**config.mk**
```make
export PLATFORM = sky130hd
export DESIGN_NAME = isotp_receive_reassembler_flat
export DESIGN_NICKNAME = d
export VERILOG_FILES = /design/src/rtl/itp_pkg.sv /design/src/rtl/itp_if.sv /design/src/rtl/isotp_receive_reassembler.sv /design/src/rtl/itp_front.sv /design/src/rtl/itp_queue.sv /design/src/rtl/itp_back.sv /design/src/flat_wrapper.sv
export SDC_FILE = /design/constraint.sdc
export NUM_CORES = 1
export LEC_CHECK = 0
export ABC_AREA = 1
export ABC_CLOCK_PERIOD_IN_PS = 16500
export BUFFER_PORTS_ARGS = -buffer_cell sky130_fd_sc_hd__buf_2
export CAP_MARGIN = 20
export CELL_PAD_IN_SITES_DETAIL_PLACEMENT = 0
export CELL_PAD_IN_SITES_GLOBAL_PLACEMENT = 1
export CORE_ASPECT_RATIO = 0.8
export CORE_MARGIN = 3
export CORE_UTILIZATION = 51
export CTS_CLUSTER_DIAMETER = 100
export CTS_CLUSTER_SIZE = 24
export DETAILED_ROUTE_END_ITERATION = 12
export PLACE_DENSITY = 0.94
export REMOVE_ABC_BUFFERS = 1
export SLEW_MARGIN = 15
export SYNTH_ARGS = -nofsm -noshare
export SYNTH_HDL_FRONTEND = slang
export SYNTH_SLANG_ARGS = --single-unit
```
**constraint.sdc**
```tcl
create_clock -name clk -period 16.5 [get_ports clk]
set_input_delay 3.3 -clock clk [delete_from_list [all_inputs] [get_ports clk]]
set_output_delay 3.3 -clock clk [all_outputs]
set_load 0.02 [all_outputs]
```
**src/rtl/itp_pkg.sv**
```systemverilog
// shared types, constants and codes of the iso-tp receive reassembler
`timescale 1ns / 1ps
`default_nettype none

package itp_pkg;

    localparam int ID_W       = 11;
    localparam int LEN_W      = 12;
    localparam int BYTE_W     = 8;
    localparam int KIND_W     = 2;
    localparam int NIB_W      = 4;
    localparam int CNT_W      = 3;
    localparam int DATA_BYTES = 7;

    localparam int QUEUE_DEPTH_DEF = 2;

    localparam logic [ID_W-1:0]  OFFSET_RESET = 11'd8;
    localparam logic [CNT_W-1:0] CF_BYTES     = 3'd7;
    localparam logic [CNT_W-1:0] FF_BYTES     = 3'd6;
    localparam logic [LEN_W-1:0] MIN_FF_LEN   = 12'd8;

    localparam logic [NIB_W-1:0] TYPE_SF = 4'h0;
    localparam logic [NIB_W-1:0] TYPE_FF = 4'h1;
    localparam logic [NIB_W-1:0] TYPE_CF = 4'h2;

    localparam logic [KIND_W-1:0] KIND_DATA = 2'd0;
    localparam logic [KIND_W-1:0] KIND_FC   = 2'd1;
    localparam logic [KIND_W-1:0] KIND_DROP = 2'd2;

    // what follows the data bytes of a job
    typedef enum logic [1:0] {
        TAIL_NONE = 2'b00,
        TAIL_FC   = 2'b01,
        TAIL_DROP = 2'b10
    } tail_t;

    typedef struct packed {
        logic [CNT_W-1:0]                  n_data;
        logic [DATA_BYTES-1:0][BYTE_W-1:0] data;
        logic [LEN_W-1:0]                  base_idx;
        logic [LEN_W-1:0]                  msg_len;
        logic                              end_msg;
        tail_t                             tail;
        logic [ID_W-1:0]                   reply_id;
    } job_t;

endpackage

`default_nettype wire

```
**src/rtl/itp_if.sv**
```systemverilog
// frame and result channel interfaces
`timescale 1ns / 1ps
`default_nettype none

interface itp_frame_if;
    logic        valid;
    logic        ready;
    logic        frame_ok;
    logic [10:0] frame_id;
    logic [7:0]  byte0;
    logic [7:0]  byte1;
    logic [7:0]  byte2;
    logic [7:0]  byte3;
    logic [7:0]  byte4;
    logic [7:0]  byte5;
    logic [7:0]  byte6;
    logic [7:0]  byte7;

    modport source (
        output valid, frame_ok, frame_id, byte0, byte1, byte2, byte3,
               byte4, byte5, byte6, byte7,
        input  ready
    );
    modport sink (
        input  valid, frame_ok, frame_id, byte0, byte1, byte2, byte3,
               byte4, byte5, byte6, byte7,
        output ready
    );
endinterface

interface itp_result_if;
    logic        valid;
    logic        ready;
    logic [1:0]  kind;
    logic [7:0]  payload;
    logic [10:0] reply_id;
    logic [11:0] byte_index;
    logic [11:0] message_length;
    logic        message_end;
    logic        last;

    modport source (
        output valid, kind, payload, reply_id, byte_index, message_length,
               message_end, last,
        input  ready
    );
    modport sink (
        input  valid, kind, payload, reply_id, byte_index, message_length,
               message_end, last,
        output ready
    );
endinterface

`default_nettype wire

```
**src/rtl/isotp_receive_reassembler.sv**
```systemverilog
// top level of the iso-tp receive reassembler
//
//  channel   dir   handshake      carries
//  frame     in    valid/ready    frame_ok, frame_id, byte0..byte7
//  result    out   valid/ready    kind, payload, reply_id, byte_index,
//                                 message_length, message_end, last
//  cfg       in    cfg_we         cfg_wdata = reply_id_offset
//
// a frame is accepted whenever the job queue has room
// the back end sends one result item per cycle while result.ready allows, so a frame
// costs 1 to 7 result items there; its result count sets the sustained rate
// result items leave from a registered output stage, the queue lets the
// front keep accepting while the back end waits on result.ready
// reset clears the open message and sets reply_id_offset to 8
`timescale 1ns / 1ps
`default_nettype none

module isotp_receive_reassembler
    import itp_pkg::*;
#(
    parameter int QUEUE_DEPTH = QUEUE_DEPTH_DEF
)
(
    input  wire logic            clk,
    input  wire logic            rst_n,
    input  wire logic            cfg_we,
    input  wire logic [ID_W-1:0] cfg_wdata,
    itp_frame_if.sink            frame,
    itp_result_if.source         result
);

    job_t front_job;
    logic front_push;
    logic q_full;
    job_t q_job;
    logic q_valid;
    logic q_pop;

    itp_front u_front (
        .clk       (clk),
        .rst_n     (rst_n),
        .cfg_we    (cfg_we),
        .cfg_wdata (cfg_wdata),
        .frame     (frame),
        .job       (front_job),
        .job_push  (front_push),
        .job_full  (q_full)
    );

    itp_queue #(
        .DEPTH (QUEUE_DEPTH)
    ) u_queue (
        .clk      (clk),
        .rst_n    (rst_n),
        .wr_job   (front_job),
        .push     (front_push),
        .full     (q_full),
        .rd_job   (q_job),
        .rd_valid (q_valid),
        .pop      (q_pop)
    );

    itp_back u_back (
        .clk     (clk),
        .rst_n   (rst_n),
        .q_job   (q_job),
        .q_valid (q_valid),
        .q_pop   (q_pop),
        .result  (result)
    );

endmodule

`default_nettype wire

```
**src/rtl/itp_front.sv**
```systemverilog
// front end: accepts frames, classifies them, tracks the open message
`timescale 1ns / 1ps
`default_nettype none

module itp_front
    import itp_pkg::*;
(
    input  wire logic              clk,
    input  wire logic              rst_n,
    input  wire logic              cfg_we,
    input  wire logic [ID_W-1:0]   cfg_wdata,
    itp_frame_if.sink              frame,
    output job_t                   job,
    output logic                   job_push,
    input  wire logic              job_full
);

    logic [ID_W-1:0]  offset_reg;
    logic             receiving_reg, receiving_next;
    logic [LEN_W-1:0] exp_len_reg, exp_len_next;
    logic [LEN_W-1:0] rcvd_reg, rcvd_next;

    logic                              accept;
    logic [NIB_W-1:0]                  ftype;
    logic [NIB_W-1:0]                  low;
    logic [DATA_BYTES-1:0][BYTE_W-1:0] data_d1;
    logic [DATA_BYTES-1:0][BYTE_W-1:0] data_d2;
    logic [LEN_W-1:0]                  rem;
    logic [CNT_W-1:0]                  n_cf;
    logic [CNT_W-1:0]                  n_sf;
    logic [LEN_W-1:0]                  ff_len;
    logic [LEN_W-1:0]                  rcvd_sum;

    assign frame.ready = !job_full;
    assign accept      = frame.valid && frame.ready;
    assign job_push    = accept;

    always_comb
    begin
        ftype   = frame.byte0[7:4];
        low     = frame.byte0[3:0];
        data_d1 = {frame.byte7, frame.byte6, frame.byte5, frame.byte4,
                   frame.byte3, frame.byte2, frame.byte1};
        data_d2 = {8'h00, frame.byte7, frame.byte6, frame.byte5,
                   frame.byte4, frame.byte3, frame.byte2};
        rem     = exp_len_reg - rcvd_reg;
        n_cf    = (rem < LEN_W'(CF_BYTES)) ? rem[CNT_W-1:0] : CF_BYTES;
        n_sf    = low[3] ? CF_BYTES : low[CNT_W-1:0];
        ff_len  = {low, frame.byte1};
        rcvd_sum = rcvd_reg + LEN_W'(n_cf);

        job          = '0;
        job.tail     = TAIL_DROP;
        job.data     = data_d1;
        receiving_next = receiving_reg;
        exp_len_next   = exp_len_reg;
        rcvd_next      = rcvd_reg;

        if (!frame.frame_ok)
        begin
            job.tail = TAIL_DROP;
        end
        else if (receiving_reg)
        begin
            if (ftype == TYPE_CF)
            begin
                job.n_data   = n_cf;
                job.base_idx = rcvd_reg;
                job.msg_len  = exp_len_reg;
                job.end_msg  = (rem <= LEN_W'(CF_BYTES));
                job.tail     = (n_cf == '0) ? TAIL_DROP : TAIL_NONE;
                rcvd_next    = rcvd_sum;
                if (rcvd_sum >= exp_len_reg || n_cf == '0)
                begin
                    receiving_next = 1'b0;
                end
            end
        end
        else
        begin
            case (ftype)
                TYPE_SF:
                begin
                    if (n_sf != '0)
                    begin
                        job.n_data  = n_sf;
                        job.msg_len = LEN_W'(n_sf);
                        job.end_msg = 1'b1;
                        job.tail    = TAIL_NONE;
                    end
                end
                TYPE_FF:
                begin
                    if (ff_len >= MIN_FF_LEN)
                    begin
                        job.n_data     = FF_BYTES;
                        job.data       = data_d2;
                        job.msg_len    = ff_len;
                        job.tail       = TAIL_FC;
                        job.reply_id   = frame.frame_id - offset_reg;
                        exp_len_next   = ff_len;
                        rcvd_next      = LEN_W'(FF_BYTES);
                        receiving_next = 1'b1;
                    end
                end
                TYPE_CF:
                begin
                    // consecutive frame with no open message: seven raw bytes
                    job.n_data  = CF_BYTES;
                    job.msg_len = LEN_W'(CF_BYTES);
                    job.end_msg = 1'b1;
                    job.tail    = TAIL_NONE;
                end
                default:
                begin
                    job.tail = TAIL_DROP;
                end
            endcase
        end
    end

    always_ff @(posedge clk or negedge rst_n)
    begin
        if (!rst_n)
        begin
            offset_reg    <= OFFSET_RESET;
            receiving_reg <= 1'b0;
            exp_len_reg   <= '0;
            rcvd_reg      <= '0;
        end
        else
        begin
            if (cfg_we)
            begin
                offset_reg <= cfg_wdata;
            end
            if (accept)
            begin
                receiving_reg <= receiving_next;
                exp_len_reg   <= exp_len_next;
                rcvd_reg      <= rcvd_next;
            end
        end
    end

endmodule

`default_nettype wire

```
**src/rtl/itp_queue.sv**
```systemverilog
// short job queue between front and back end
`timescale 1ns / 1ps
`default_nettype none

module itp_queue
    import itp_pkg::*;
#(
    parameter int DEPTH = QUEUE_DEPTH_DEF
)
(
    input  wire logic clk,
    input  wire logic rst_n,
    input  wire job_t wr_job,
    input  wire logic push,
    output logic      full,
    output job_t      rd_job,
    output logic      rd_valid,
    input  wire logic pop
);

    localparam int PTR_W = (DEPTH > 1) ? $clog2(DEPTH) : 1;
    localparam int CNT_QW = $clog2(DEPTH + 1);

    job_t              entry_reg [DEPTH];
    logic [PTR_W-1:0]  wr_ptr_reg, wr_ptr_next;
    logic [PTR_W-1:0]  rd_ptr_reg, rd_ptr_next;
    logic [CNT_QW-1:0] count_reg, count_next;
    logic              do_push;
    logic              do_pop;

    assign full     = (count_reg == CNT_QW'(DEPTH));
    assign rd_valid = (count_reg != '0);
    assign rd_job   = entry_reg[rd_ptr_reg];
    assign do_push  = push && !full;
    assign do_pop   = pop && rd_valid;

    always_comb
    begin
        wr_ptr_next = wr_ptr_reg;
        rd_ptr_next = rd_ptr_reg;
        count_next  = count_reg;
        if (do_push)
        begin
            wr_ptr_next = (wr_ptr_reg == PTR_W'(DEPTH - 1)) ? '0 : wr_ptr_reg + 1'b1;
        end
        if (do_pop)
        begin
            rd_ptr_next = (rd_ptr_reg == PTR_W'(DEPTH - 1)) ? '0 : rd_ptr_reg + 1'b1;
        end
        if (do_push && !do_pop)
        begin
            count_next = count_reg + 1'b1;
        end
        else if (do_pop && !do_push)
        begin
            count_next = count_reg - 1'b1;
        end
    end

    always_ff @(posedge clk)
    begin
        if (do_push)
        begin
            entry_reg[wr_ptr_reg] <= wr_job;
        end
    end

    always_ff @(posedge clk or negedge rst_n)
    begin
        if (!rst_n)
        begin
            wr_ptr_reg <= '0;
            rd_ptr_reg <= '0;
            count_reg  <= '0;
        end
        else
        begin
            wr_ptr_reg <= wr_ptr_next;
            rd_ptr_reg <= rd_ptr_next;
            count_reg  <= count_next;
        end
    end

endmodule

`default_nettype wire

```
**src/rtl/itp_back.sv**
```systemverilog
// back end: walks a job and sends one result item per cycle while result.ready allows
`timescale 1ns / 1ps
`default_nettype none

module itp_back
    import itp_pkg::*;
(
    input  wire logic     clk,
    input  wire logic     rst_n,
    input  wire job_t     q_job,
    input  wire logic     q_valid,
    output logic          q_pop,
    itp_result_if.source  result
);

    job_t             cur_reg;
    logic             cur_valid_reg;
    logic [CNT_W-1:0] step_reg;
    logic             out_valid_reg;

    logic [KIND_W-1:0] kind_reg, kind_next;
    logic [BYTE_W-1:0] payload_reg, payload_next;
    logic [ID_W-1:0]   reply_id_reg, reply_id_next;
    logic [LEN_W-1:0]  index_reg, index_next;
    logic [LEN_W-1:0]  length_reg, length_next;
    logic              end_reg, end_next;
    logic              last_reg;

    logic [CNT_W-1:0] total;
    logic             is_last;
    logic             adv;
    logic             fire;

    assign total   = cur_reg.n_data + CNT_W'(cur_reg.tail != TAIL_NONE);
    assign is_last = (step_reg == total - 1'b1);
    // output register is free or being drained this cycle
    assign adv     = !out_valid_reg || result.ready;
    assign fire    = adv && cur_valid_reg;
    assign q_pop   = q_valid && (!cur_valid_reg || (fire && is_last));

    always_comb
    begin
        kind_next     = KIND_DROP;
        payload_next  = '0;
        reply_id_next = '0;
        index_next    = '0;
        length_next   = '0;
        end_next      = 1'b0;
        if (step_reg < cur_reg.n_data)
        begin
            kind_next    = KIND_DATA;
            payload_next = cur_reg.data[step_reg];
            index_next   = cur_reg.base_idx + LEN_W'(step_reg);
            length_next  = cur_reg.msg_len;
            end_next     = cur_reg.end_msg && (step_reg == cur_reg.n_data - 1'b1);
        end
        else if (cur_reg.tail == TAIL_FC)
        begin
            kind_next     = KIND_FC;
            reply_id_next = cur_reg.reply_id;
            length_next   = cur_reg.msg_len;
        end
    end

    always_ff @(posedge clk)
    begin
        if (q_pop)
        begin
            cur_reg <= q_job;
        end
        if (fire)
        begin
            kind_reg     <= kind_next;
            payload_reg  <= payload_next;
            reply_id_reg <= reply_id_next;
            index_reg    <= index_next;
            length_reg   <= length_next;
            end_reg      <= end_next;
            last_reg     <= is_last;
        end
    end

    always_ff @(posedge clk or negedge rst_n)
    begin
        if (!rst_n)
        begin
            cur_valid_reg <= 1'b0;
            step_reg      <= '0;
            out_valid_reg <= 1'b0;
        end
        else
        begin
            if (fire)
            begin
                out_valid_reg <= 1'b1;
            end
            else if (result.ready)
            begin
                out_valid_reg <= 1'b0;
            end
            if (q_pop)
            begin
                cur_valid_reg <= 1'b1;
                step_reg      <= '0;
            end
            else if (fire)
            begin
                step_reg <= is_last ? '0 : step_reg + 1'b1;
                if (is_last)
                begin
                    cur_valid_reg <= 1'b0;
                end
            end
        end
    end

    assign result.valid          = out_valid_reg;
    assign result.kind           = kind_reg;
    assign result.payload        = payload_reg;
    assign result.reply_id       = reply_id_reg;
    assign result.byte_index     = index_reg;
    assign result.message_length = length_reg;
    assign result.message_end    = end_reg;
    assign result.last           = last_reg;

endmodule

`default_nettype wire

```
**src/flat_wrapper.sv**
```systemverilog
// flat-port wrapper written by rule: the top's interface ports become plain ports
module isotp_receive_reassembler_flat import itp_pkg::*;
#(
    parameter int QUEUE_DEPTH = QUEUE_DEPTH_DEF
)
  (clk, rst_n, cfg_we, cfg_wdata, frame_valid, frame_frame_ok, frame_frame_id, frame_byte0, frame_byte1, frame_byte2, frame_byte3, frame_byte4, frame_byte5, frame_byte6, frame_byte7, frame_ready, result_valid, result_kind, result_payload, result_reply_id, result_byte_index, result_message_length, result_message_end, result_last, result_ready);
  itp_frame_if frame_i ();
  itp_result_if result_i ();
  input  wire logic clk;
  input  wire logic rst_n;
  input  wire logic cfg_we;
  input  wire logic [ID_W-1:0] cfg_wdata;
  input wire logic [$bits(frame_i.valid)-1:0] frame_valid;
  input wire logic [$bits(frame_i.frame_ok)-1:0] frame_frame_ok;
  input wire logic [$bits(frame_i.frame_id)-1:0] frame_frame_id;
  input wire logic [$bits(frame_i.byte0)-1:0] frame_byte0;
  input wire logic [$bits(frame_i.byte1)-1:0] frame_byte1;
  input wire logic [$bits(frame_i.byte2)-1:0] frame_byte2;
  input wire logic [$bits(frame_i.byte3)-1:0] frame_byte3;
  input wire logic [$bits(frame_i.byte4)-1:0] frame_byte4;
  input wire logic [$bits(frame_i.byte5)-1:0] frame_byte5;
  input wire logic [$bits(frame_i.byte6)-1:0] frame_byte6;
  input wire logic [$bits(frame_i.byte7)-1:0] frame_byte7;
  output wire logic [$bits(frame_i.ready)-1:0] frame_ready;
  output wire logic [$bits(result_i.valid)-1:0] result_valid;
  output wire logic [$bits(result_i.kind)-1:0] result_kind;
  output wire logic [$bits(result_i.payload)-1:0] result_payload;
  output wire logic [$bits(result_i.reply_id)-1:0] result_reply_id;
  output wire logic [$bits(result_i.byte_index)-1:0] result_byte_index;
  output wire logic [$bits(result_i.message_length)-1:0] result_message_length;
  output wire logic [$bits(result_i.message_end)-1:0] result_message_end;
  output wire logic [$bits(result_i.last)-1:0] result_last;
  input wire logic [$bits(result_i.ready)-1:0] result_ready;
  assign frame_i.valid = frame_valid;
  assign frame_i.frame_ok = frame_frame_ok;
  assign frame_i.frame_id = frame_frame_id;
  assign frame_i.byte0 = frame_byte0;
  assign frame_i.byte1 = frame_byte1;
  assign frame_i.byte2 = frame_byte2;
  assign frame_i.byte3 = frame_byte3;
  assign frame_i.byte4 = frame_byte4;
  assign frame_i.byte5 = frame_byte5;
  assign frame_i.byte6 = frame_byte6;
  assign frame_i.byte7 = frame_byte7;
  assign frame_ready = frame_i.ready;
  assign result_valid = result_i.valid;
  assign result_kind = result_i.kind;
  assign result_payload = result_i.payload;
  assign result_reply_id = result_i.reply_id;
  assign result_byte_index = result_i.byte_index;
  assign result_message_length = result_i.message_length;
  assign result_message_end = result_i.message_end;
  assign result_last = result_i.last;
  assign result_i.ready = result_ready;
  isotp_receive_reassembler #(.QUEUE_DEPTH(QUEUE_DEPTH)) u_core (.clk(clk), .rst_n(rst_n), .cfg_we(cfg_we), .cfg_wdata(cfg_wdata), .frame(frame_i), .result(result_i));
endmodule
```
**After elaboration in Yosys (flattened, before gate mapping)**

Memories as Yosys holds them, arrays and structs flattened. A register that Yosys moved wholly into a read port is not among the register bits.
Index checks and enable logic that the tools add are counted.

- Memories kept: 1
- Word-level logic and storage cells: 130
- Flip-flop bits (word level): 92
- Output and inout port bits: 49
- Memory bits (writable): 194
- Input bits: 92

- Equality and inequality tests: 7
- Bitwise operators: 2
- $lt $le $gt $ge: 6
- $add $sub $neg: 12
- Mux-type cells: 52
- Reductions and logical operators: 33

Memories:

| memory | words | width | read ports | clocked after Yosys merged registers in | wr ports | line | RTL |
|---|---|---|---|---|---|---|---|
| u_core.u_queue.entry_reg | 2 | 97 | 1 | 1 | 1 | itp_queue.sv:24 | `job_t entry_reg [DEPTH];` |

Operator list:

| operator | count |
|---|---|
| 56-bit 2-to-1 mux | 2 |
| 12-bit 2-to-1 mux | 8 |
| 84-bit 2-to-1 mux | 1 |
| 59-bit 2-to-1 mux | 1 |
| 12-bit case mux with 3 select lines | 1 |
| 11-bit 2-to-1 mux | 3 |
| 27-bit 2-to-1 mux | 1 |
| 12-bit by 3-bit adder with 12-bit output | 2 |
| 8-bit binary-select mux with 3-bit select | 1 |
| 3-bit 2-to-1 mux | 8 |
| 2-bit nonzero test | 8 |
| 15-bit 2-to-1 mux | 1 |
| 1-bit 2-to-1 mux | 14 |
| 13-bit 2-to-1 mux | 1 |
| 12-bit greater-or-equal comparator | 1 |
| 12-bit by 4-bit greater-or-equal comparator with 1-bit output, second input constant | 1 |
| 12-bit by 3-bit less-or-equal comparator with 1-bit output, second input constant | 1 |
| 12-bit by 3-bit less-than comparator with 1-bit output, second input constant | 1 |
| 12-bit subtractor | 1 |
| 11-bit subtractor | 1 |
| 2-bit 2-to-1 mux | 5 |
| 5-bit AND reduction | 2 |
| 1-bit logical AND | 9 |
| 3-bit case mux with 3 select lines | 1 |
| 26 further kinds | 37 |

**Longest topological paths before layout**

Gate-level depths: netlist of the first run.

- Depth after elaboration: 11
- Mapped depth: 35
- Depth with buffers taken out: 35

**Cells and area by module**

From an unflattened synthesis of the first run, not the netlist that was laid out.

- Cells, all modules: 1727
- Area, all modules: 17593.1 µm²

By module, submodules not included:

| module | seq. area each (µm²) | cells each | times used | area each (µm²) |
|---|---|---|---|---|
| itp_queue | 5925.7 | 538 | 1 | 7279.5 |
| itp_back | 4449.3 | 434 | 1 | 5868.1 |
| itp_front | 902.1 | 755 | 1 | 4445.5 |

**Least setup slack after synthesis of the first run**

Ideal clock, no wire load.

- Path type: input to register
- Start point: input frame_valid
- End point: memory u_core.u_queue.entry_reg[1][0] (netlist bit), enable pin
- Buffers on the path: 0
- Stages: 2
- Arrival: 7471 ps
- Required time: 15945 ps
- Setup time: 555 ps
- Slack: 8474 ps
- Cells stage by stage: nand2_1 -> nor2_1

- Cells in the longest elaborated chain, start to end: 4

Ends and longest elaborated chain:

| what | line | RTL |
|---|---|---|
| start, declared | flat_wrapper.sv:13 | `input wire logic [$bits(frame_i.valid)-1:0] frame_valid;` |
| 1-bit logical AND | itp_front.sv:35 | `assign accept = frame.valid && frame.ready;` |
| 1-bit logical AND | itp_queue.sv:34 | `assign do_push = push && !full;` |
| 1-bit 2-to-1 mux | itp_queue.sv:62 | `if (do_push)` |
| 1-bit 2-to-1 mux (not written as such) | itp_queue.sv:64 | `entry_reg[wr_ptr_reg] <= wr_job;` |
| end, declared | itp_queue.sv:24 |  |

No other way between the ends.

==> results of run 1 <==
-- critical path, stage by stage --
cell,delay [ns]
buf_2,0.10
nor2_1,0.22
inv_1,0.11
nor3_1,0.19
nand2_1,0.27
nor2_4,0.17
buf_4,0.57
inv_2,0.58
o21ai_0,0.40
-- placed cells by master, fill, tap and decap left out, types with 4 or more instances in the layout --
master / count
o2111ai_1: 4
a21oi_1: 43
nand2_2: 7
buf_4: 10
nand2_1: 574
clkbuf_1: 14
clkbuf_16: 19
nor2_4: 4
o21ai_0: 103
xor2_1: 8
dfrtp_1: 43
nand3_1: 37
nand4_1: 7
buf_2: 140
xnor2_1: 9
fa_1: 4
ha_1: 46
a311oi_1: 8
edfxtp_1: 338
and2_1: 4
o22ai_1: 23
inv_1: 175
inv_2: 5
nor3_1: 27
nand3b_1: 4
nor2_1: 120
o21ai_1: 4
-- synth_stat cells (all sizes together) --
cell type / n / area share (%)
mux2: 2 / 0.13
o31ai: 1 / 0.043
o2111ai: 4 / 0.20
a31oi: 1 / 0.036
nand4: 7 / 0.25
edfxtp: 338 / 59
nor3: 29 / 0.93
a21oi: 43 / 1.2
buf: 13 / 0.34
a211oi: 2 / 0.087
or2: 1 / 0.036
xnor2: 9 / 0.46
a2111oi: 1 / 0.051
a311oi: 8 / 0.41
nor2: 125 / 2.8
dfstp: 1 / 0.15
nand3: 40 / 1.3
nand2: 582 / 13
nor4: 2 / 0.072
ha: 46 / 3.3
clkinv: 2 / 0.043
xor2: 9 / 0.50
o21ai: 107 / 3.1
nor3b: 1 / 0.043
and2: 4 / 0.14
a21boi: 1 / 0.043
clkbuf: 42 / 0.91
fa: 4 / 0.46
dfrtp: 44 / 6.4
o211ai: 1 / 0.043
o22ai: 23 / 0.83
inv: 181 / 3.9
nand3b: 4 / 0.17
-- worst paths after layout --
path	startpoint	to	slack, ns
hold / removal	u_core.u_queue.entry_reg[0][5]	u_core.u_back.cur_reg[5]	0.49
hold reg to reg	u_core.u_queue.entry_reg[0][5]	u_core.u_back.cur_reg[5]	0.49
max in group asynchronous	rst_n	u_core.u_front.rcvd_reg[10]	13.20
setup reg to reg	u_core.u_front.rcvd_reg[0]	u_core.u_front.receiving_reg	11.23
min in group asynchronous	rst_n	u_core.u_queue.count_reg[1]	2.75
setup / recovery	frame_byte0[7]	u_core.u_queue.entry_reg[1][80]	10.87
-- area by class of cell --
class | instances | area, µm² | share of cell area [%]
Clock buffer | 33 | 528 | 2.78
Inverter | 183 | 689 | 3.63
Multi-Input combinational cell | 1057 | 5120 | 26.9
Sequential cell | 383 | 11300 | 59.4
Tap cell | 427 | 534 | 2.81
Timing Repair Buffer | 154 | 855 | 4.50
-- kinds of logic after synthesis --
group                    after synthesis  synth area share (%)
AO/OA/AOI/OAI                        192                  6.09
XOR/XNOR                              18                 0.956
adder cells (fa/ha/maj)               50                  3.80
buffers and inverters                238                  5.23
flip-flops                           383                  65.3
multiplexers                           2                 0.130
AND/OR/NAND/NOR                      795                  18.5
-- where the power goes --
part           total (mW)  internal, mW  switching (mW)
clock network       0.511         0.220           0.290
logic                1.26         0.371           0.885
registers            1.62          1.51           0.113
-- routing by layer --
layer	wire [µm]	vias up
li1	-	5805
met1	16300	5533
met2	17400	337
met3	2170	46
met4	621	0
met5	0	-
-- metrics by stage --
step	util [%]	instance area, µm²	instances
detailed placement	55.9	18400	2201
global placement	55.9	18400	2200
CTS	57.5	18900	2234
finish	57.7	19000	2237
global route	57.7	19000	2237
floorplan	-	17100	1623
==> results.md, run 1 <==
* Wire length per cell at around 16 µm
* Startpoint type of the worst setup path: input pin
* Pre-CTS setup slack at between 9 and 10 ns
* Overflow after GRT at 0
* Final setup viols at 0
* Worst r2r path cells at 30
* Final period util at 34.1%
* Antenna viol nets, final at 0
* Yosys cell types at 45
* IO Pins at approximately 140
* Total Routing Usage GR at 20.1%
* Vias in the first global route at 11100
* CTS Buffer Depth at 3
* CP required at 16.83 ns
* Synthesis-to-layout area growth at 10.0%
* Post-CTS Setup Bufs at 0
* Post-cts hold buffer count at 0
* Antenna fix cells at 0
* Die Area at around 36000 µm²
* Rows at 59
* Number of fill cells at around 2800
* Hold_ws at between 0.4 and 0.5 ns
* Final hold violation count at 0
* Mapped Cells at around 1700
* Routability Congestion at ~0.88
* Initial core utilization at between 50 and 60%
* Power Total at 3.39 mW
* Max Cap Viol at 0
* CP endpoint kind: register
* Largest register FFs at 194
* CTS buffer count at 19
* Grt met1 use at around 29%
* Leakage at ~8.2 nW
* Least-Margin Pin Slew at around 1.1 ns
* PwrDens at ~180 nW/µm²
* WS Path Type: in -> reg
* Setup ws final at 10.87 ns
* Final wirelength at about 37000 µm
* Met2 Usage GRT at between 30% and 40%
* Post-Route Skew at ~0.024 ns
* Yosys reg bits at 383
* Mapped cell area at between 15000 and 20000 µm²
* Final nets at 1940
* Ratio of cells with drive above 1 in the final layout at 11.2%
* Worst EP arrival at just under 6 ns
* Clock latency on the worst-skew pair at between 0.5 and 0.6 ns
* Fmax at 178 MHz
* Pin count of the biggest net entering global routing at just under 100
* Via/cell ratio at around 5.2
* Hold WC Path Type: reg -> reg
* Port Buffers at 140
* Clock root buffer: clkbuf_16
* Max Slew Vio Count at 0
* Grt met3 use at under 10%
* H-tree depth at 1
* Initial DRC count at between 900 and 1000
* Vias at approximately 12000
* Relative slew slack at between 20% and 30%
* Die width at between 200 and 250 µm
* Final Critical Period at 5.63 ns
* Post-cts resize count at 0
* CTS tree: done
* Setup TNS at 0 ns
* Initial antenna violation count at 0
* Busiest grt layer: met2
* HPWL after DPL at about 25000 µm
* Seq/Total Area, Yosys at roughly 65%
* Core area at between 30000 and 40000 µm²
* Hold Path Cell Cnt at 2
* First-pass GRT wire length at a little under 60000 µm
* CP Max Fanout at 66
* DRC Markers at 0
* Drt pass-1 iters at 5
* Die Span Y at about 170 µm
* RSZ-0062 raised after global routing: false
* Clock sink total at between 300 and 400
* Peak supply drop at about 0.11 mV
* Synth warn at 0
* Syn Area/Cell at between 10 and 15 µm²
* Status: completed
* CTS clock-pin slew for the worst setup and hold paths at roughly 0.11 ns
No activity file was read; power rests on OpenSTA's default activity.
==> run 2, diff against run 1 <==
Settings changed: ABC_AREA 1 to 0, ABC_CLOCK_PERIOD_IN_PS 16500 to 5200, CORE_UTILIZATION 51 to 50, PLACE_DENSITY 0.94 to 0.89.
Clock period 16.5 ns to 5.2 ns, I/O delays scaled along.
==> run 2 against run 1 <==
Compared with the run above: worst setup slack lost 10 ns; critical path type is now reg -> reg; count of clock-buffer cells in the layout is the same; critical path depth increased by 14; die area shrank 0.70%; non-clock buffer count grew 8; register-to-register slack worse by 11 ns; clock skew grew 0.014 ns; cell count shrank 19%; highest routed layer is now met5; sequential power rose to 2.9 times the previous value; synthesized cell count decreased by 26%; sequential share of layout area increased by 0.95 points.
==> results.md, run 2 <==
* Psw at 2.80 mW (was 1.29 mW)
* Seq pwr share at 52.5% (was 47.9%)
* H-tree depth at 1 (unchanged)
* Setup ws final at 0.391 ns (was 10.87 ns)
* Largest family of logic cells by synthesized area: simple AND/OR/NAND/NOR gates (unchanged)
* Int Pwr at 6.12 mW (was 2.10 mW)
* Initial antenna violation count at 1 (was 0)
* Clock sink total at 383 (unchanged)
* Mapped Cells at 1243 (was 1678)
* Switching share of power at 31.4% (was 38.0%)
* IO Pins at 141 (unchanged)
* Final period util at around 92%
* Final wirelength at 35900 µm (was 36500 µm)
* Startpoint type of the worst setup path: register (was input pin)
* Port Buffers at 140 (unchanged)
* Post-CTS Setup Bufs at 0 (unchanged)
* Die Span Y at 170 µm (was 171 µm)
* Worst EP arrival at 5.26 ns (was 5.96 ns)
* Final nets at 1522 (was 1940)
* Clock root buffer: clkbuf_16 (unchanged)
* CP required at 5.65 ns (was 16.83 ns)
* Simple-gate share of the synthesized area at 10.3% (was 18.5%)
* Final setup viols at 0 (unchanged)
* Yosys top cell area share at 60.4% (was 58.8%)
* CTS tree: done (unchanged)
* Final hold violation count at 0 (unchanged)
* Placed inst area at 18100 µm² (was 18400 µm²)
* Mapped cell area at 16800 µm² (was 17300 µm²)
* Pre-CTS setup slack at 0.307 ns (was 9.93 ns)
* Die width at 211 µm (was 212 µm)
* Initial core utilization at 51.2% (was 52.5%)
* CTS clock-pin slew for the worst setup and hold paths at 0.10 ns (was 0.11 ns)
* HPWL after DPL at 24000 µm (was 24900 µm)
* Combinational power share at 28.3% (was 37.0%)
* Relative slew slack at 32.1% (was 26.6%)
* Clock latency on the worst-skew pair at 0.55 ns (was 0.54 ns)
* Yosys reg bits at 383 (unchanged)
* Top FF cell, synth: edfxtp_1 (unchanged)
* Vias at 10000 (was 11700)
* Xor and xnor fraction of the mapped netlist area at 1.98% (was 0.956%)
* Multiplexer area fraction after synthesis at 8.30% (was 0.130%)
* Most frequent cells in the layout: 338 x edfxtp_1, 208 x nand2_1, 140 x buf_2 (was 574 x nand2_1, 338 x edfxtp_1, 175 x inv_1)
* Synth warn at 0 (unchanged)
* Ratio of cells with drive above 1 in the final layout at 22.5% (was 11.2%)
* Number of fill cells at 2581 (was 2781)
* Hold_ws at 0.514 ns (was 0.494 ns)
* Peak supply drop at 0.266 mV (was 0.105 mV)
* Final Critical Period at 4.81 ns
* CP Max Fanout at 5 (was 66)
* Post-cts hold buffer count at 0 (unchanged)
* Most frequent cells after synthesis: 338 x edfxtp_1, 208 x nand2_1, 99 x mux2_2 (was 574 x nand2_1, 338 x edfxtp_1, 177 x inv_1)
* Post-Layout Inst Area at 18700 µm² (was 19000 µm²)
* Largest register FFs at 194 (unchanged)
* Clock network fraction of total power at 19.1% (was 15.1%)
* Rows at 59 (unchanged)
* Post-Route Skew at 0.0382 ns (was 0.0239 ns)
* CP endpoint kind: register (unchanged)
* Seq/Total Area, Yosys at 67.1% (was 65.3%)
* Fmax at 208 MHz
* Power Total at 8.92 mW (was 3.39 mW)
* Vias in the first global route at 10000 (was 11100)
* Most frequent cell after synthesis: edfxtp_1 (was nand2_1)
* Wire length per cell at 19.7 µm (was 16.3 µm)
* Post-cts resize count at 0 (unchanged)
* PwrDens at 477 nW/µm² (was 178 nW/µm²)
* Status: completed (unchanged)
* CTS Buffer Depth at 3 (unchanged)
* Synth area leaders: edfxtp_1 60%, mux2_2 6.6%, dfrtp_1 6.5% (was edfxtp_1 59%, nand2_1 12%, dfrtp_1 6.4%)
* Initial DRC count at 875 (was 938)
* Post-synth ARST share at 11.7% (unchanged)
* Routability Congestion at 0.904 (was 0.884)
* Hold WC Path Type: reg -> reg (unchanged)
* Total Routing Usage GR at 19.9% (was 20.1%)
* Drt pass-1 iters at 5 (unchanged)
* Adder-cell share of the synthesized area at 3.90% (was 3.80%)
* Yosys cell types at 66 (was 45)
* Antenna viol nets, final at 0 (unchanged)
* Antenna fix cells at 0 (unchanged)
* Core area at 32900 µm² (about the same)
* Synth Area in Compound Gates at 6.18% (was 6.09%)
* Synth area leader: edfxtp_1 (unchanged)
* Leakage at 7.14 nW (was 8.20 nW)
* Pin count of the biggest net entering global routing at 94 (was 99)
* Via/cell ratio at 5.50 (was 5.24)
* Least-Margin Pin Slew at 1.02 ns (was 1.10 ns)
* DRC Markers at 0 (unchanged)
* Overflow after GRT at 0 (unchanged)
* Commonest non-fill, non-tap cell in the layout: edfxtp_1 (was nand2_1)
* Die Area at 35900 µm² (was 36100 µm²)
* Post-synth EDFFs at 338 (unchanged)
* Max Slew Vio Count at 0 (unchanged)
* WS Path Type: reg -> reg (was in -> reg)
* First-pass GRT wire length at 55800 µm (was 57700 µm)
* CTS buffer count at 20 (was 19)
* Max Cap Viol at 0 (unchanged)
* Syn Area/Cell at 13.5 µm² (was 10.3 µm²)
* Setup TNS at 0 ns (unchanged)
* Synthesis-to-layout area growth at 11.3% (was 10.0%)
-- run 2: cell count changes after synthesis, moves of 13 or more --
cell,previous run,this run
o22ai_1,23,2
nor3_1,27,14
mux2_2,2,99
and2_1,4,22
inv_1,177,55
nand3_1,37,14
nor2_1,123,70
a21o_1,0,13
xnor2_1,9,22
nand2_1,574,208
o21ai_0,103,56
nor2b_1,0,21
-- run 2: stage by stage --
stage,instances,util [%]
floorplan,1196,-
global placement,1784,55.0
detailed placement,1784,55.0
CTS,1820,56.8
global route,1821,56.9
finish,1821,56.9
-- run 2: final timing paths --
kind / cells past startpoint / endpoint / startpoint / slack [ns]
worst max-delay path: 23 / u_core.u_front.receiving_reg / u_core.u_front.exp_len_reg[0] / 0.39
worst min-delay path: 1 / u_core.u_back.cur_reg[22] / u_core.u_queue.entry_reg[0][22] / 0.51
worst max register to register: 23 / u_core.u_front.receiving_reg / u_core.u_front.exp_len_reg[0] / 0.39
worst min register to register: 1 / u_core.u_back.cur_reg[22] / u_core.u_queue.entry_reg[0][22] / 0.51
max in group asynchronous: 2 / u_core.u_front.offset_reg[3] / rst_n / 3.80
min in group asynchronous: 1 / u_core.u_front.rcvd_reg[1] / rst_n / 0.56
-- run 2: metal layers --
metal,global-route usage (%),up-vias,routed length [µm]
li1,-,4756,-
met1,29.2,4917,16400
met2,32.2,292,16700
met3,3.02,40,2240
met4,3.78,2,653
met5,0,-,13
-- run 2: cells by family (layout without fill, tap and decap cells) --
kind of cell,count (synthesis),in the layout
AO/OA/AOI/OAI,163,163
adder cells (fa/ha/maj),50,50
flip-flops,383,383
AND/OR/NAND/NOR,389,389
buffers and inverters,103,254
XOR/XNOR,38,38
multiplexers,117,117
-- run 2: layout make-up --
cell class,count,area [µm²],area share [%]
flip-flops and latches,383,11300,60.3
multi-input cells,757,5190,27.8
repair buffers,162,891,4.76
clock buffers,33,549,2.94
well taps,427,534,2.86
inverters,56,210,1.12
clock inverters,3,48.8,0.261
-- run 2: power groups by stage --
stage,logic [mW],clock network [mW],registers (mW)
after floorplan,1.54,0,4.97
after global placement,2.48,0,4.72
after detailed placement,2.53,0,4.76
after CTS,2.54,1.75,4.69
after global routing,2.79,1.84,4.76
final,2.53,1.71,4.68
-- run 2: worst max-delay path, cell delays in order, from the launching register on --
cell and delay (ns):
dfrtp_1 0.42, inv_1 0.08, ha_1 0.16, inv_1 0.06, fa_1 0.45, nand3_1 0.10
nand2_1 0.12, a211oi_2 0.23, o22a_1 0.16, nand4_1 0.10, nand2b_2 0.25, or2_2 0.32
ha_2 0.39, a21o_1 0.16, a41o_1 0.23, nand3_1 0.15, xnor2_1 0.15, ha_1 0.29
a21oi_1 0.13, o21ai_0 0.09, a21o_1 0.19, a21oi_2 0.21, o21ai_0 0.14, o21ai_1 0.13
==> run 3, diff against run 2 <==
Settings changed: ABC_AREA 0 to 1, CORE_UTILIZATION 50 to 47, PLACE_DENSITY 0.89 to 0.88.
==> run 3 against run 2 <==
Compared with the run above: clock power is 5% lower; total power rose by 21%; cell count is 26% higher; worst hold slack lost 0.013 ns; critical path depth is 7 higher; core utilization fell by 4.0 points.
==> results.md, run 3 (same netlist as run 1, synthesis figures left out) <==
* Status: completed (unchanged)
* RSZ-0062 raised after global routing: false
* Master of the slowest instance on the critical path: fa_1 (unchanged)
* First-pass GRT wire length at 59500 µm (was 55800 µm)
* Clock latency on the worst-skew pair at 0.54 ns (was 0.55 ns)
* H-tree depth at 1 (unchanged)
* Drt pass-1 iters at 5 (unchanged)
* Total Routing Usage GR at 19.6% (was 19.9%)
* CTS buffer count at 19 (was 20)
* Final Critical Period at 4.70 ns (was 4.81 ns)
* Synthesis-to-layout area growth at 10.5% (was 11.3%)
* Commonest non-fill, non-tap cell in the layout: nand2_1 (was edfxtp_1)
* Initial antenna violation count at 2 (was 1)
* Initial core utilization at 47.9% (was 51.2%)
* HPWL after DPL at 26200 µm (was 24000 µm)
* Power Total at 10.8 mW (was 8.92 mW)
* Crit-path max cell delay at 0.49 ns (was 0.45 ns)
* Rows at 62 (was 59)
* Hold_ws at 0.502 ns (was 0.514 ns)
* Final period util at 90.5% (was 92.5%)
* CTS clock-pin slew for the worst setup and hold paths at 0.10 ns (about the same)
* Pre-CTS setup slack at 0.473 ns (was 0.307 ns)
* Wire length per cell at 16.6 µm (was 19.7 µm)
* Max Slew Vio Count at 0 (unchanged)
* Port Buffers at 140 (unchanged)
* DRC Markers at 0 (unchanged)
* Post-Layout Inst Area at 19100 µm² (was 18700 µm²)
* Final core utilization at 52.9% (was 56.9%)
* Pin count of the biggest net entering global routing at 98 (was 94)
* Max Cap Viol at 0 (unchanged)
* Post-placement cell count at 2262 (was 1784)
* Leakage at 8.21 nW (was 7.14 nW)
* Most frequent cells in the layout: 574 x nand2_1, 338 x edfxtp_1, 175 x inv_1 (was 338 x edfxtp_1, 208 x nand2_1, 140 x buf_2)
* Placed inst area at 18600 µm² (was 18100 µm²)
* Routability Congestion at 0.897 (was 0.904)
* Setup ws final at 0.496 ns (was 0.391 ns)
* Least-Margin Pin Slew at 1.08 ns (was 1.02 ns)
* Hold WC Path Type: reg -> reg (unchanged)
* CP required at 5.68 ns (was 5.65 ns)
* Final nets at 1945 (was 1522)
* Worst EP arrival at 5.18 ns (was 5.26 ns)
* Seq pwr share at 47.9% (was 52.5%)
* Vias at 11700 (was 10000)
* Initial DRC count at 897 (was 875)
* Overflow after GRT at 0 (unchanged)
* Final cell count without fillers at 2297 (was 1821)
* Final wirelength at 38100 µm (was 35900 µm)
* Largest register FFs at 194 (unchanged)
* CP dominant cell by count: nand2_1
* Int Pwr at 6.68 mW (was 6.12 mW)
* Flop2flop setup slack at 0.50 ns (was 0.39 ns)
* Final hold violation count at 0 (unchanged)
* CTS Buffer Depth at 3 (unchanged)
* Ratio of cells with drive above 1 in the final layout at 11.5% (was 22.5%)
* Setup TNS at 0 ns (unchanged)
* WS Path Type: reg -> reg (unchanged)
* Relative slew slack at 27.7% (was 32.1%)
* Psw at 4.11 mW (was 2.80 mW)
* Combinational power share at 37.1% (was 28.3%)
* CP endpoint kind: register (unchanged)
* Via/cell ratio at 5.08 (was 5.50)
* Switching share of power at 38.1% (was 31.4%)
* CTS tree: done (unchanged)
* Fmax at 213 MHz (was 208 MHz)
* Clock root buffer: clkbuf_16 (unchanged)
* CP Max Fanout at 5 (unchanged)
* Vias in the first global route at 11100 (was 10000)
* Die Area at 39100 µm² (was 35900 µm²)
* Core area at 36100 µm² (was 32900 µm²)
* PwrDens at 565 nW/µm² (was 477 nW/µm²)
* Peak supply drop at 0.346 mV (was 0.266 mV)
* Post-Route Skew at 0.0125 ns (was 0.0382 ns)
* Clock network fraction of total power at 15.0% (was 19.1%)
* Final setup viols at 0 (unchanged)
* Die width at 220 µm (was 211 µm)
* Startpoint type of the worst setup path: register (unchanged)
* IO Pins at 141 (unchanged)
* Clock sink total at 383 (unchanged)
* Antenna viol nets, final at 0 (unchanged)
* Die Span Y at 177 µm (was 170 µm)
## run 3: cell count changes in the layout (fill, tap and decap cells not counted), sizes merged, moves of 15 or more
cell   previous run  this run
and2             22         4
nand2           208       582
o22ai             2        23
nor2b            21         0
nand3            14        40
nor3             14        29
mux2             99         2
nor2             70       125
inv              57       181
o21ai            58       107
## run 3: per-layer routing
layer | part of all wire, % | vias up | track usage (%)
met5 | 0 | - | 0
met4 | 2.2 | 0 | 4.18
met3 | 6.5 | 50 | 3.15
met2 | 46 | 354 | 31.4
met1 | 45 | 5460 | 28.5
li1 | - | 5812 | -
## run 3: what timing repair did
action	CTS	global route
setup buffers	0	0
resized for setup	0	1
setup endpoints to repair	0	1
hold buffers	0	0
## run 3: worst paths after layout
kind | depth (start not counted) | startpoint | end
max | 30 | u_core.u_front.exp_len_reg[0] | u_core.u_front.receiving_reg
min | 1 | u_core.u_queue.count_reg[0] | u_core.u_queue.count_reg[0]
max reg2reg | 30 | u_core.u_front.exp_len_reg[0] | u_core.u_front.receiving_reg
min reg2reg | 1 | u_core.u_queue.count_reg[0] | u_core.u_queue.count_reg[0]
max in group asynchronous | 2 | rst_n | u_core.u_queue.rd_ptr_reg
min in group asynchronous | 2 | rst_n | u_core.u_front.offset_reg[0]
## run 3: critical path: cells and delay by family, from the launching register on
kind            cells  cell delay, ns
compound gates      4            0.74
fa+ha+maj           4            1.28
buf+inv             3            0.30
flops               1            0.43
simple gates       19            1.89
## run 3: power groups by stage
| stage | registers [mW] | logic, mW | clock network [mW] |
|---|---|---|---|
| 5_1_grt | 5.26 | 4.57 | 1.76 |
| 2_1_floorplan | 5.55 | 2.40 | 0 |
| 3_5_place_dp | 5.24 | 4.03 | 0 |
| 6_report | 5.16 | 4.00 | 1.62 |
| 3_3_place_gp | 5.21 | 3.95 | 0 |
| 4_1_cts | 5.17 | 4.05 | 1.65 |
## run 3: layout make-up
type	count	area, µm²
multi-input cells	1057	5120
repair buffers	159	868
fillers	3185	17000
diodes	2	5.00
well taps	480	601
inverters	183	689
clock buffers	33	528
flip-flops and latches	383	11300
